<file path="src/hdl/hrsv_pkg.sv">
package hrsv_pkg;

  // Width of the internal character and record counters
  localparam int unsigned COUNTER_WIDTH = 32;
  localparam int unsigned TOTAL_WIDTH   = 32;
  localparam int unsigned REM_WIDTH     = 10;

  localparam logic [7:0] CH_COLON   = 8'h3A;
  localparam logic [7:0] CH_S_UPPER = 8'h53;
  localparam logic [7:0] CH_S_LOWER = 8'h73;
  localparam logic [7:0] CH_NEWLINE = 8'h0A;

  localparam logic [7:0]           SUM_SREC   = 8'hFF;
  localparam logic [7:0]           SUM_IHEX   = 8'h00;
  localparam logic [REM_WIDTH-1:0] IHEX_EXTRA = REM_WIDTH'(8);

  typedef logic [COUNTER_WIDTH-1:0] cnt_t;

  typedef enum logic [2:0] {
    PH_START  = 3'd0,
    PH_STYPE  = 3'd1,
    PH_CNT_HI = 3'd2,
    PH_CNT_LO = 3'd3,
    PH_BODY   = 3'd4,
    PH_EOL    = 3'd5
  } phase_e;

  typedef enum logic [1:0] {
    FMT_NONE = 2'd0,
    FMT_SREC = 2'd1,
    FMT_IHEX = 2'd2
  } fmt_e;

  typedef enum logic [1:0] {
    ST_OK     = 2'd0,
    ST_FORMAT = 2'd1,
    ST_LENGTH = 2'd2,
    ST_VALUES = 2'd3
  } status_e;

  typedef struct packed {
    phase_e                phase;
    fmt_e                  fmt;
    logic [REM_WIDTH-1:0]  chars_rem;
    logic [7:0]            sum;
    logic [3:0]            high_nibble;
    logic                  parity;
    logic                  bad_digit;
    logic                  failed;
    cnt_t                  char_cnt;
    cnt_t                  rec_cnt;
  } state_t;

  typedef struct packed {
    status_e                status;
    logic [TOTAL_WIDTH-1:0] char_total;
    logic [TOTAL_WIDTH-1:0] record_total;
    fmt_e                   fmt;
  } result_t;

  localparam state_t STATE_RESET = '{
    phase:       PH_START,
    fmt:         FMT_NONE,
    chars_rem:   '0,
    sum:         '0,
    high_nibble: '0,
    parity:      1'b0,
    bad_digit:   1'b0,
    failed:      1'b0,
    char_cnt:    '0,
    rec_cnt:     '0
  };

  // Returns {ok, value}; a non-hex character reads as zero
  function automatic logic [4:0] hex_digit(logic [7:0] c);
    logic [4:0] r;
    r = 5'b0_0000;
    if (c >= 8'h30 && c <= 8'h39) begin
      r = {1'b1, 4'(c - 8'h30)};
    end else if (c >= 8'h41 && c <= 8'h46) begin
      r = {1'b1, 4'(c - 8'h37)};
    end else if (c >= 8'h61 && c <= 8'h66) begin
      r = {1'b1, 4'(c - 8'h57)};
    end
    return r;
  endfunction

  function automatic cnt_t sat_inc(cnt_t v);
    return (v == '1) ? v : v + cnt_t'(1);
  endfunction

  function automatic logic [TOTAL_WIDTH-1:0] clip_total(cnt_t v);
    logic [63:0] w;
    w = 64'(v);
    return (w > 64'hFFFF_FFFF) ? '1 : w[TOTAL_WIDTH-1:0];
  endfunction

endpackage

</file>
<file path="src/hdl/hrsv_stream_if.sv">
interface hrsv_in_if
  import hrsv_pkg::*;
();
  logic       valid;
  logic       ready;
  logic [7:0] ch;
  logic       end_of_file;

  modport source (output valid, output ch, output end_of_file, input ready);
  modport sink   (input valid, input ch, input end_of_file, output ready);
endinterface

interface hrsv_out_if
  import hrsv_pkg::*;
();
  logic                   valid;
  logic                   ready;
  logic [1:0]             status;
  logic [TOTAL_WIDTH-1:0] char_total;
  logic [TOTAL_WIDTH-1:0] record_total;
  logic [1:0]             record_format;

  modport source (output valid, output status, output char_total, output record_total,
                  output record_format, input ready);
  modport sink   (input valid, input status, input char_total, input record_total,
                  input record_format, output ready);
endinterface

</file>
<file path="src/hdl/hrsv_step.sv">
module hrsv_step
  import hrsv_pkg::*;
(
  input  state_t     state_i,
  input  logic [7:0] ch_i,
  input  logic       eof_i,
  output state_t     state_o,
  output logic       res_valid_o,
  output result_t    res_o
);

  logic                 is_srec;
  logic                 is_ihex;
  fmt_e                 want;
  logic [4:0]           dig;
  logic [7:0]           byte_val;
  logic [REM_WIDTH-1:0] rem_dec;
  logic                 is_nl;
  logic                 fail;
  status_e              fail_status;
  logic                 count_char;

  assign is_srec  = (ch_i == CH_S_UPPER) || (ch_i == CH_S_LOWER);
  assign is_ihex  = (ch_i == CH_COLON);
  assign want     = is_srec ? FMT_SREC : FMT_IHEX;
  assign dig      = hex_digit(ch_i);
  assign byte_val = {state_i.high_nibble, dig[3:0]};
  assign rem_dec  = state_i.chars_rem - REM_WIDTH'(1);
  assign is_nl    = (ch_i == CH_NEWLINE);

  always_comb begin
    state_o     = state_i;
    fail        = 1'b0;
    fail_status = ST_OK;
    count_char  = 1'b0;
    res_valid_o = 1'b0;
    res_o       = '{status: ST_OK, char_total: '0, record_total: '0, fmt: state_i.fmt};

    if (eof_i) begin
      // close the file and rearm
      res_valid_o = !state_i.failed;
      if (state_i.phase != PH_START) begin
        res_o.status = ST_LENGTH;
      end else begin
        res_o.char_total   = clip_total(state_i.char_cnt);
        res_o.record_total = clip_total(state_i.rec_cnt);
      end
      state_o = STATE_RESET;
    end else if (!state_i.failed) begin
      count_char = 1'b1;
      unique case (state_i.phase)
        PH_START: begin
          if (!(is_srec || is_ihex)) begin
            fail        = 1'b1;
            fail_status = ST_FORMAT;
          end else if (state_i.fmt != FMT_NONE && state_i.fmt != want) begin
            fail        = 1'b1;
            fail_status = ST_FORMAT;
          end else begin
            state_o.fmt       = want;
            state_o.sum       = '0;
            state_o.bad_digit = 1'b0;
            state_o.parity    = 1'b0;
            state_o.phase     = is_srec ? PH_STYPE : PH_CNT_HI;
          end
        end
        PH_STYPE: begin
          if (is_nl) begin
            fail        = 1'b1;
            fail_status = ST_LENGTH;
          end else begin
            state_o.phase = PH_CNT_HI;
          end
        end
        PH_CNT_HI: begin
          if (is_nl) begin
            fail        = 1'b1;
            fail_status = ST_LENGTH;
          end else begin
            state_o.high_nibble = dig[3:0];
            state_o.bad_digit   = state_i.bad_digit | !dig[4];
            state_o.phase       = PH_CNT_LO;
          end
        end
        PH_CNT_LO: begin
          if (is_nl) begin
            fail        = 1'b1;
            fail_status = ST_LENGTH;
          end else if (state_i.fmt == FMT_SREC && byte_val == 8'h00) begin
            fail        = 1'b1;
            fail_status = ST_LENGTH;
          end else begin
            state_o.sum       = byte_val;
            state_o.bad_digit = state_i.bad_digit | !dig[4];
            state_o.chars_rem = (state_i.fmt == FMT_SREC) ?
                                {1'b0, byte_val, 1'b0} :
                                {1'b0, byte_val, 1'b0} + IHEX_EXTRA;
            state_o.parity    = 1'b0;
            state_o.phase     = PH_BODY;
          end
        end
        PH_BODY: begin
          if (is_nl) begin
            fail        = 1'b1;
            fail_status = ST_LENGTH;
          end else begin
            state_o.bad_digit = state_i.bad_digit | !dig[4];
            if (!state_i.parity) begin
              state_o.high_nibble = dig[3:0];
              state_o.parity      = 1'b1;
            end else begin
              state_o.sum    = state_i.sum + byte_val;
              state_o.parity = 1'b0;
            end
            state_o.chars_rem = rem_dec;
            if (rem_dec == '0) begin
              state_o.phase = PH_EOL;
            end
          end
        end
        PH_EOL: begin
          if (!is_nl) begin
            fail        = 1'b1;
            fail_status = ST_LENGTH;
          end else if (state_i.bad_digit) begin
            fail        = 1'b1;
            fail_status = ST_VALUES;
          end else if (state_i.sum != ((state_i.fmt == FMT_SREC) ? SUM_SREC : SUM_IHEX)) begin
            fail        = 1'b1;
            fail_status = ST_VALUES;
          end else begin
            state_o.rec_cnt = sat_inc(state_i.rec_cnt);
            state_o.phase   = PH_START;
          end
        end
        default: begin
          count_char    = 1'b0;
          state_o.phase = PH_START;
        end
      endcase

      if (fail) begin
        // report once, then drop everything up to end of file
        state_o             = state_i;
        state_o.failed      = 1'b1;
        res_valid_o         = 1'b1;
        res_o.status        = fail_status;
      end else if (count_char) begin
        state_o.char_cnt = sat_inc(state_i.char_cnt);
      end
    end
  end

endmodule

</file>
<file path="src/hdl/hex_record_stream_validator.sv">
// Checks a text file of Motorola S-records or Intel Hex records, one character word per
// cycle, closed by an end-of-file word. The word is captured in an input register, then
// the state update writes at most one result into the output register, so a result is
// valid once its word has passed the input register and the output register. A word can
// be taken every cycle while results are taken; a held result that is not taken stops the
// state update and, once the input register is full as well, the input side; nothing else
// throttles the block. A result comes at the first error (status 1..3, totals zero) or at
// end of file of a clean file (status 0 with character and record totals). After an error
// the rest of the file is dropped without results; end of file always rearms the block.
module hex_record_stream_validator
  import hrsv_pkg::*;
(
  input  logic          clk_i,
  input  logic          rst_ni,
  hrsv_in_if.sink       in_i,
  hrsv_out_if.source    out_o
);

  logic       in_vld_q;
  logic [7:0] in_ch_q;
  logic       in_eof_q;

  state_t     state_q;
  state_t     state_d;
  logic       res_vld;
  result_t    res;

  logic       out_vld_q;
  result_t    out_q;

  logic       consume;
  logic       take_in;

  // advance the held word only when the output slot is free or draining
  assign consume   = in_vld_q && (!out_vld_q || out_o.ready);
  assign in_i.ready = !in_vld_q || consume;
  assign take_in   = in_i.valid && in_i.ready;

  always_ff @(posedge clk_i or negedge rst_ni) begin
    if (!rst_ni) begin
      in_vld_q <= 1'b0;
    end else if (take_in) begin
      in_vld_q <= 1'b1;
    end else if (consume) begin
      in_vld_q <= 1'b0;
    end
  end

  always_ff @(posedge clk_i) begin
    if (take_in) begin
      in_ch_q  <= in_i.ch;
      in_eof_q <= in_i.end_of_file;
    end
  end

  hrsv_step u_step (
    .state_i     (state_q),
    .ch_i        (in_ch_q),
    .eof_i       (in_eof_q),
    .state_o     (state_d),
    .res_valid_o (res_vld),
    .res_o       (res)
  );

  always_ff @(posedge clk_i or negedge rst_ni) begin
    if (!rst_ni) begin
      state_q <= STATE_RESET;
    end else if (consume) begin
      state_q <= state_d;
    end
  end

  always_ff @(posedge clk_i or negedge rst_ni) begin
    if (!rst_ni) begin
      out_vld_q <= 1'b0;
    end else if (consume) begin
      out_vld_q <= res_vld;
    end else if (out_o.ready) begin
      out_vld_q <= 1'b0;
    end
  end

  always_ff @(posedge clk_i) begin
    if (consume && res_vld) begin
      out_q <= res;
    end
  end

  assign out_o.valid         = out_vld_q;
  assign out_o.status        = out_q.status;
  assign out_o.char_total    = out_q.char_total;
  assign out_o.record_total  = out_q.record_total;
  assign out_o.record_format = out_q.fmt;

endmodule

</file>
<file path="src/flat_wrapper.sv">
// flat-port wrapper written by rule: the top's interface ports become plain ports
module hex_record_stream_validator_flat import hrsv_pkg::*;
  (clk_i, rst_ni, in_i_valid, in_i_ch, in_i_end_of_file, in_i_ready, out_o_valid, out_o_status, out_o_char_total, out_o_record_total, out_o_record_format, out_o_ready);
  hrsv_in_if in_i_i ();
  hrsv_out_if out_o_i ();
  input  logic clk_i;
  input  logic rst_ni;
  input wire logic [$bits(in_i_i.valid)-1:0] in_i_valid;
  input wire logic [$bits(in_i_i.ch)-1:0] in_i_ch;
  input wire logic [$bits(in_i_i.end_of_file)-1:0] in_i_end_of_file;
  output wire logic [$bits(in_i_i.ready)-1:0] in_i_ready;
  output wire logic [$bits(out_o_i.valid)-1:0] out_o_valid;
  output wire logic [$bits(out_o_i.status)-1:0] out_o_status;
  output wire logic [$bits(out_o_i.char_total)-1:0] out_o_char_total;
  output wire logic [$bits(out_o_i.record_total)-1:0] out_o_record_total;
  output wire logic [$bits(out_o_i.record_format)-1:0] out_o_record_format;
  input wire logic [$bits(out_o_i.ready)-1:0] out_o_ready;
  assign in_i_i.valid = in_i_valid;
  assign in_i_i.ch = in_i_ch;
  assign in_i_i.end_of_file = in_i_end_of_file;
  assign in_i_ready = in_i_i.ready;
  assign out_o_valid = out_o_i.valid;
  assign out_o_status = out_o_i.status;
  assign out_o_char_total = out_o_i.char_total;
  assign out_o_record_total = out_o_i.record_total;
  assign out_o_record_format = out_o_i.record_format;
  assign out_o_i.ready = out_o_ready;
  hex_record_stream_validator u_core (.clk_i(clk_i), .rst_ni(rst_ni), .in_i(in_i_i), .out_o(out_o_i));
endmodule
</file>
<file path="config.mk">
export PLATFORM = sky130hd
export DESIGN_NAME = hex_record_stream_validator_flat
export DESIGN_NICKNAME = d
export VERILOG_FILES = /design/src/hdl/hrsv_pkg.sv /design/src/hdl/hrsv_stream_if.sv /design/src/hdl/hrsv_step.sv /design/src/hdl/hex_record_stream_validator.sv /design/src/flat_wrapper.sv
export SDC_FILE = /design/constraint.sdc
export NUM_CORES = 1
export LEC_CHECK = 0
export ABC_AREA = 1
export BUFFER_PORTS_ARGS = -buffer_cell sky130_fd_sc_hd__buf_2
export CORE_MARGIN = 2
export CORE_UTILIZATION = 55
export DETAILED_ROUTE_END_ITERATION = 7
export PLACE_DENSITY = 0.74
export SETUP_SLACK_MARGIN = 0.05
export SLEW_MARGIN = 5
export SYNTH_ARGS = -nofsm -noshare
export SYNTH_HDL_FRONTEND = slang
export SYNTH_SLANG_ARGS = --single-unit
</file>
<file path="constraint.sdc">
create_clock -name clk_i -period 7.5 [get_ports clk_i]
set_input_delay 0.375 -clock clk_i [delete_from_list [all_inputs] [get_ports clk_i]]
set_output_delay 0.375 -clock clk_i [all_outputs]
set_load 0.1 [all_outputs]
</file>
==> results of run 1 <==
-- power by group through the flow --
stage                     clock network, mW  registers (mW)  logic (mW)
after global placement                    0            1.19        1.05
after CTS                             0.886            1.18        1.06
after floorplan                           0            1.84       0.257
after global routing                  0.928            1.19        1.11
after detailed placement                  0            1.20        1.06
final                                 0.873            1.18        1.06
-- kinds of logic after synthesis --
logic type,Yosys count,synth area share
AO/OA/AOI/OAI,90,0.0480
buffers and inverters,189,0.0772
adder cells (fa/ha/maj),19,0.0242
XOR/XNOR,36,0.0312
AND/OR/NAND/NOR,847,0.354
flip-flops,173,0.466
-- area by class of cell --
class / instances / area [um2]
clock inverters: 12 / 126
repair buffers: 89 / 468
fillers: 1649 / 6770
well taps: 229 / 287
clock buffers: 20 / 458
multi-input cells: 992 / 4630
inverters: 151 / 567
flip-flops and latches: 173 / 4710
-- how the worst max path moves through the flow --
stage                                          endpoint  cells past startpoint
6_report                  u_core.state_q[9]$_DFFE_PN0P_                     19
5_1_grt                  u_core.state_q[23]$_DFFE_PN0P_                     20
4_1_cts                   u_core.state_q[9]$_DFFE_PN0P_                     19
3_5_place_dp              u_core.state_q[9]$_DFFE_PN0P_                     19
3_3_place_gp              u_core.state_q[1]$_DFFE_PN0P_                     19
2_1_floorplan  u_core.out_o.char_total[0]$_SDFFCE_PP0P_                     17
-- routing by layer --
| layer | part of all wire | vias up |
|---|---|---|
| met2 | 0.47 | 292 |
| met5 | 0 | - |
| li1 | - | 4533 |
| met3 | 0.059 | 53 |
| met4 | 0.032 | 0 |
| met1 | 0.44 | 4215 |
-- registers in the layout, summed over array words and instances, names as in the netlist --
signal,cells
u_core.out_o.status,2
u_core.in_eof_q,1
u_core.out_o.char_total,32
u_core.state_q,94
u_core.in_ch_q,8
u_core.out_o.record_format,2
u_core.in_vld_q,1
u_core.out_o.record_total,32
u_core.out_o.valid,1
-- cell usage in the layout (no fill, tap or decap), types with 5 or more instances in the layout --
cell type	synthesis	layout
sky130_fd_sc_hd__xor2_1	35	35
sky130_fd_sc_hd__o22ai_1	10	10
sky130_fd_sc_hd__nand3_1	149	149
sky130_fd_sc_hd__inv_1	141	141
sky130_fd_sc_hd__a21oi_1	35	35
sky130_fd_sc_hd__nor3_1	58	58
sky130_fd_sc_hd__inv_2	9	9
sky130_fd_sc_hd__edfxtp_1	77	77
sky130_fd_sc_hd__o21ai_0	38	38
sky130_fd_sc_hd__nor2_2	4	5
sky130_fd_sc_hd__clkbuf_16	0	18
sky130_fd_sc_hd__nand2_1	381	381
sky130_fd_sc_hd__nor2_1	214	212
sky130_fd_sc_hd__nand4_1	18	18
sky130_fd_sc_hd__buf_2	9	81
sky130_fd_sc_hd__nor4_1	7	7
sky130_fd_sc_hd__ha_1	18	18
sky130_fd_sc_hd__buf_4	2	7
sky130_fd_sc_hd__dfrtp_1	96	96
==> results.json, run 1 <==
{
  "run_status": "finished, final reports clean",
  "worst_hold_slack_ns": 0.115,
  "first_global_vias": 8853,
  "post-synth-top-count-cell": "sky130_fd_sc_hd__nand2_1",
  "fin_cells": 1666,
  "postCtsSetupBuffers": 0,
  "cts_inserted_buffers": 17,
  "final-setup-viol-count": 0,
  "critical_path.slowest_cell": "sky130_fd_sc_hd__nand2_1",
  "totalPowerFinal_mw": 3.11,
  "clk_pin_slew_ns": 0.07,
  "top_usage_layer": "met2",
  "hpwl_um": 17900,
  "clockPowerShare": 0.281,
  "timing.critical_path.arrival_ns": 4.65,
  "clock_tree.buffer_depth": 2,
  "gpl.final_weighted_congestion": 0.973,
  "pin_count_of_the_biggest_net_entering_global_routing": 67,
  "critical_path_peak_fanout": 66,
  "nets_final": 1456,
  "number_of_antenna_violations_at_the_first_check_in_global_routing": 0,
  "worst_ir_drop_vdd_uv": 234,
  "min_delay_path_depth": 1,
  "cellPowerDensity_mw_per_mm2": 277,
  "post-synth-top-area-cell": "sky130_fd_sc_hd__dfrtp_1",
  "worst_slew_pin_slew_ns": 1.15,
  "post_layout_util": 0.624,
  "synth-seq-cells": 173,
  "crit_chain": "inv_1 -> ha_1 -> nand2_1 -> nand3_1 -> nand2_2 -> nand2_1 -> inv_1 -> nor2_1 -> inv_1 -> ha_1 -> nand3_1 -> nor3_1 -> nand3_1 -> nand3_2 -> a21oi_4 -> buf_4 -> nand2_1 -> nand2_1 -> nand2_1",
  "synthTopCellsByCount": "sky130_fd_sc_hd__nand2_1, sky130_fd_sc_hd__nor2_1, sky130_fd_sc_hd__nand3_1",
  "fmaxAchievable_ghz": 0.231,
  "placement_stage_worst_setup_slack_ns": 3.21,
  "worstHoldStart": "in_i_ch[2]",
  "die-width_um": 140,
  "pin_count": 83,
  "floorplan.core_area_mm2": 0.0180,
  "grt-ovfl-total": 0,
  "critical_path_origin": "u_core.in_ch_q[0]$_DFFE_PP_",
  "power.share.switching": 0.442,
  "fin_setup_tns_ns": 0,
  "ant_nets": 0,
  "insertion_delay_ns": 0.43,
  "cts_tree": "done",
  "detail_route.wl_per_cell_um": 15.0,
  "cp_data_required_time_ns": 7.81,
  "post_drt_via_cell_ratio": 5.46,
  "critPathMaxStageDelay_ns": 0.86,
  "synth_top_area_frac": 0.237,
  "finalHoldViolCount": 0,
  "path_delay_family": "simple AND/OR/NAND/NOR gates",
  "synth_warnings": 0,
  "synth_area_mm2": 0.0101,
  "antenna_cells": 0,
  "synth.distinct_cells": 36,
  "cts_max_level": 4,
  "relSlewSlack": 0.230,
  "pnr_worst_setup_slack_ns": 3.16,
  "globalRouteMet1Util": 0.356,
  "root_buffer": "sky130_fd_sc_hd__clkbuf_16",
  "drt-total-wl_um": 25000,
  "num_vias": 9093,
  "drcViolationCount": 0,
  "die-height_um": 140,
  "synth_flop_cell": "sky130_fd_sc_hd__dfrtp_1",
  "critical_path.n_buffers_inverters": 4,
  "syn_area_per_cell_um2": 7.47,
  "synth.top_cells.by_area": "sky130_fd_sc_hd__dfrtp_1, sky130_fd_sc_hd__edfxtp_1, sky130_fd_sc_hd__nand2_1",
  "post-route-min-period_ns": 4.34,
  "clock_sinks": 173,
  "worst-r2r-cell-count": 19,
  "syn2layout_area_growth_pct": 11.2,
  "placement.io_buffers": 82,
  "worst_hold_path_type": "in2reg",
  "number_of_synthesized_flops_with_an_enable_pin": 77,
  "critical_path.reg2reg.startpoint": "u_core.in_ch_q[0]$_DFFE_PP_",
  "die_area_mm2": 0.0195,
  "drt_iter0_markers": 755,
  "worst_r2r_endpoint": "u_core.state_q[9]$_DFFE_PN0P_",
  "synth_nets": 1386,
  "final_cycle_utilization_of_the_critical_path": 0.578,
  "unrepaired_setup_endpoints_after_global_routing": "false",
  "report.final.slew_viol_count": 0,
  "initial_core_utilization": 0.561,
  "total_switching_power_mw": 1.38,
  "final_layout_size_suffix_gt1_frac": 0.0974,
  "dp.cells": 1633,
  "skew_ns": 0.0121,
  "critPathCaptureType": "flip-flop",
  "fp-row-count": 49,
  "groute.usage.overall": 0.265,
  "setup.reg_to_reg.worst_slack_ns": 3.16,
  "global_route.usage.met2": 0.433,
  "post_synth_inst_count": 1354,
  "cp-start-kind": "flip-flop",
  "synth.yosys.seq_area_share": 0.466,
  "static_leakage_nw": 4.95,
  "critPathKind": "reg2reg",
  "power_frac_seq": 0.378,
  "internal_power_mw": 1.74,
  "portion_of_total_power_attributed_to_combinational_logic": 0.341,
  "most_used_cell_cp": "sky130_fd_sc_hd__nand2_1",
  "first_pass_grt_wire_length_um": 42300,
  "drv.max_cap_violation_count": 0,
  "synth_async_sr_flop_share": 0.555,
  "final_area_mm2": 0.0113,
  "cts_hold_repair.buffers": 1,
  "met3_usage": 0.0403,
  "post_cts.resized_instances": 0,
  "min_to": "u_core.in_ch_q[2]$_DFFE_PP_",
  "dpl-instance-area_mm2": 0.0107,
  "number_of_optimization_iterations_in_the_first_detailed_route_pass": 6
}
No activity file was read; power rests on OpenSTA's default activity.
==> run 2, diff against run 1 <==
==> constraint.sdc (replaced) <==
create_clock -name clk_i -period 4.4 [get_ports clk_i]
set_input_delay 0.22 -clock clk_i [delete_from_list [all_inputs] [get_ports clk_i]]
set_output_delay 0.22 -clock clk_i [all_outputs]
set_load 0.1 [all_outputs]
==> run 2 against run 1 <==
Compared with the run above: critical path depth up 1; via count up 2.5%; sequential power up 69%; critical endpoint is now u_core.state_q[7]$_DFFE_PN0P_; largest cell class unchanged; largest power group unchanged.
==> results.json, run 2 (same netlist as run 1, synthesis figures left out) <==
{
  "antenna_cells": 0,
  "groute.usage.overall": 0.270,
  "syn2layout_area_growth_pct": 13.3,
  "setup.reg_to_reg.worst_slack_ns": 0.67,
  "relSlewSlack": 0.233,
  "worst_hold_slack_ns": 0.106,
  "post_layout_util": 0.636,
  "critical_path_origin": "u_core.in_ch_q[0]$_DFFE_PP_",
  "grt-ovfl-total": 0,
  "root_buffer": "sky130_fd_sc_hd__clkbuf_16",
  "initial_core_utilization": 0.561,
  "die-width_um": 140,
  "cp_data_required_time_ns": 4.72,
  "fin_setup_tns_ns": 0,
  "postCtsSetupBuffers": 0,
  "critical_path_peak_fanout": 65,
  "cp-start-kind": "flip-flop",
  "pin_count_of_the_biggest_net_entering_global_routing": 74,
  "number_of_antenna_violations_at_the_first_check_in_global_routing": 0,
  "critPathKind": "reg2reg",
  "largest_reg_flops": 94,
  "pnr_worst_setup_slack_ns": 0.668,
  "cts_max_level": 4,
  "nets_final": 1473,
  "cts_tree": "done",
  "hpwl_um": 18100,
  "detail_route.wl_per_cell_um": 15.2,
  "run_status": "finished, final reports clean",
  "drcViolationCount": 0,
  "placement_stage_worst_setup_slack_ns": 0.721,
  "num_vias": 9318,
  "drt_iter0_markers": 910,
  "skew_ns": 0.0105,
  "most_common_library_cell_in_the_layout_ignoring_fill_and_taps": "sky130_fd_sc_hd__nand2_1",
  "fmaxAchievable_ghz": 0.268,
  "post_drt_via_cell_ratio": 5.54,
  "cellPowerDensity_mw_per_mm2": 480,
  "timing.critical_path.arrival_ns": 4.05,
  "final-setup-viol-count": 0,
  "finalHoldViolCount": 0,
  "final_cycle_utilization_of_the_critical_path": 0.848,
  "static_leakage_nw": 5.05,
  "worst_ir_drop_vdd_uv": 388,
  "global_route.usage.met2": 0.444,
  "report.final.slew_viol_count": 0,
  "die-height_um": 140,
  "drv.max_cap_violation_count": 0,
  "drt-total-wl_um": 25600,
  "fp-row-count": 49,
  "cts_inserted_buffers": 17,
  "cts_hold_repair.buffers": 11,
  "clock_sinks": 173,
  "first_global_vias": 8931,
  "clk_pin_slew_ns": 0.07,
  "dp.cells": 1640,
  "largest_reg_by_ff_count": "u_core.state_q",
  "post_cts.resized_instances": 0,
  "commonest_cells_after_routing_fill_and_taps_aside": "sky130_fd_sc_hd__nand2_1, sky130_fd_sc_hd__nor2_1, sky130_fd_sc_hd__nand3_1",
  "final_layout_size_suffix_gt1_frac": 0.102,
  "ant_nets": 0,
  "die_area_mm2": 0.0195,
  "pin_count": 83,
  "final_area_mm2": 0.0115,
  "totalPowerFinal_mw": 5.50,
  "worst_hold_path_type": "in2reg",
  "dpl-instance-area_mm2": 0.0107,
  "number_of_optimization_iterations_in_the_first_detailed_route_pass": 6,
  "placement.io_buffers": 82,
  "worst-r2r-cell-count": 20,
  "worst_slew_pin_slew_ns": 1.15,
  "timing.critical_path.to": "u_core.state_q[7]$_DFFE_PN0P_",
  "post-route-min-period_ns": 3.73,
  "unrepaired_setup_endpoints_after_global_routing": "false",
  "fin_cells": 1683,
  "insertion_delay_ns": 0.44,
  "top_usage_layer": "met2",
  "gpl.final_weighted_congestion": 0.974,
  "critical_path.reg2reg.startpoint": "u_core.in_ch_q[0]$_DFFE_PP_",
  "globalRouteMet1Util": 0.361,
  "first_pass_grt_wire_length_um": 43000,
  "layout.filler_cells": 1600,
  "worst_r2r_endpoint": "u_core.state_q[7]$_DFFE_PN0P_",
  "critPathCaptureType": "flip-flop",
  "clock_tree.buffer_depth": 2,
  "met3_usage": 0.0513,
  "floorplan.core_area_mm2": 0.0180
}
==> run 2: changes by cell type in the layout (fill, tap and decap cells not counted), sizes merged <==
cell / change
clkinv: -1
bufinv: +3
clkbuf: -1
clkinvlp: -1
dlygate4sd3: +10
buf: +7
==> run 2: per-layer routing <==
metal | wire length, um | up-vias
li1 | - | 4566
met1 | 11200 | 4307
met2 | 12200 | 402
met3 | 1700 | 43
met4 | 562 | 0
met5 | 0 | -
==> run 2: how the worst min path moves through the flow <==
stage           startpoint                           to  slack (ns)  cells after the start
6_report       out_o_ready  u_core.in_vld_q$_DFFE_PN0P_        0.11                      4
5_1_grt        out_o_ready  u_core.in_vld_q$_DFFE_PN0P_        0.14                      4
4_1_cts        out_o_ready  u_core.in_vld_q$_DFFE_PN0P_        0.09                      4
3_5_place_dp    in_i_ch[4]  u_core.in_ch_q[4]$_DFFE_PP_        0.40                      1
3_3_place_gp    in_i_ch[2]  u_core.in_ch_q[2]$_DFFE_PP_        0.40                      1
2_1_floorplan       rst_ni  u_core.in_vld_q$_DFFE_PN0P_       -0.08                      0
==> run 2: final cells by class <==
type                    count  area [um2]  share of cell area
multi-input cells         992        4630               0.404
flip-flops and latches    173        4710               0.411
well taps                 229         287              0.0250
clock buffers              19         443              0.0386
clock inverters            13         203              0.0177
repair buffers            106         621              0.0541
inverters                 151         567              0.0494
==> run 2: power by group <==
| group | internal (mW) | switching (mW) | total [mW] |
|---|---|---|---|
| Clock | 0.982 | 0.676 | 1.66 |
| Combinational | 0.220 | 1.62 | 1.84 |
| Sequential | 1.93 | 0.0767 | 2.00 |
| Total | 3.13 | 2.37 | 5.50 |
==> run 2: worst max-delay path, stage by stage (launching register included) <==
cell,delay [ns]
sky130_fd_sc_hd__edfxtp_1,0.43
sky130_fd_sc_hd__inv_1,0.15
sky130_fd_sc_hd__ha_1,0.19
sky130_fd_sc_hd__nand2_1,0.06
sky130_fd_sc_hd__nand3_1,0.12
sky130_fd_sc_hd__nand2_2,0.11
sky130_fd_sc_hd__nand2_1,0.14
sky130_fd_sc_hd__inv_1,0.06
sky130_fd_sc_hd__nor2_1,0.26
sky130_fd_sc_hd__inv_1,0.13
sky130_fd_sc_hd__ha_1,0.19
sky130_fd_sc_hd__nand3_1,0.10
sky130_fd_sc_hd__nor3_1,0.07
sky130_fd_sc_hd__nand3_1,0.14
sky130_fd_sc_hd__nand3_2,0.16
sky130_fd_sc_hd__a21oi_4,0.16
sky130_fd_sc_hd__buf_4,0.57
sky130_fd_sc_hd__nand2_1,0.10
sky130_fd_sc_hd__buf_4,0.27
sky130_fd_sc_hd__nand2_1,0.12
sky130_fd_sc_hd__nand2_1,0.06
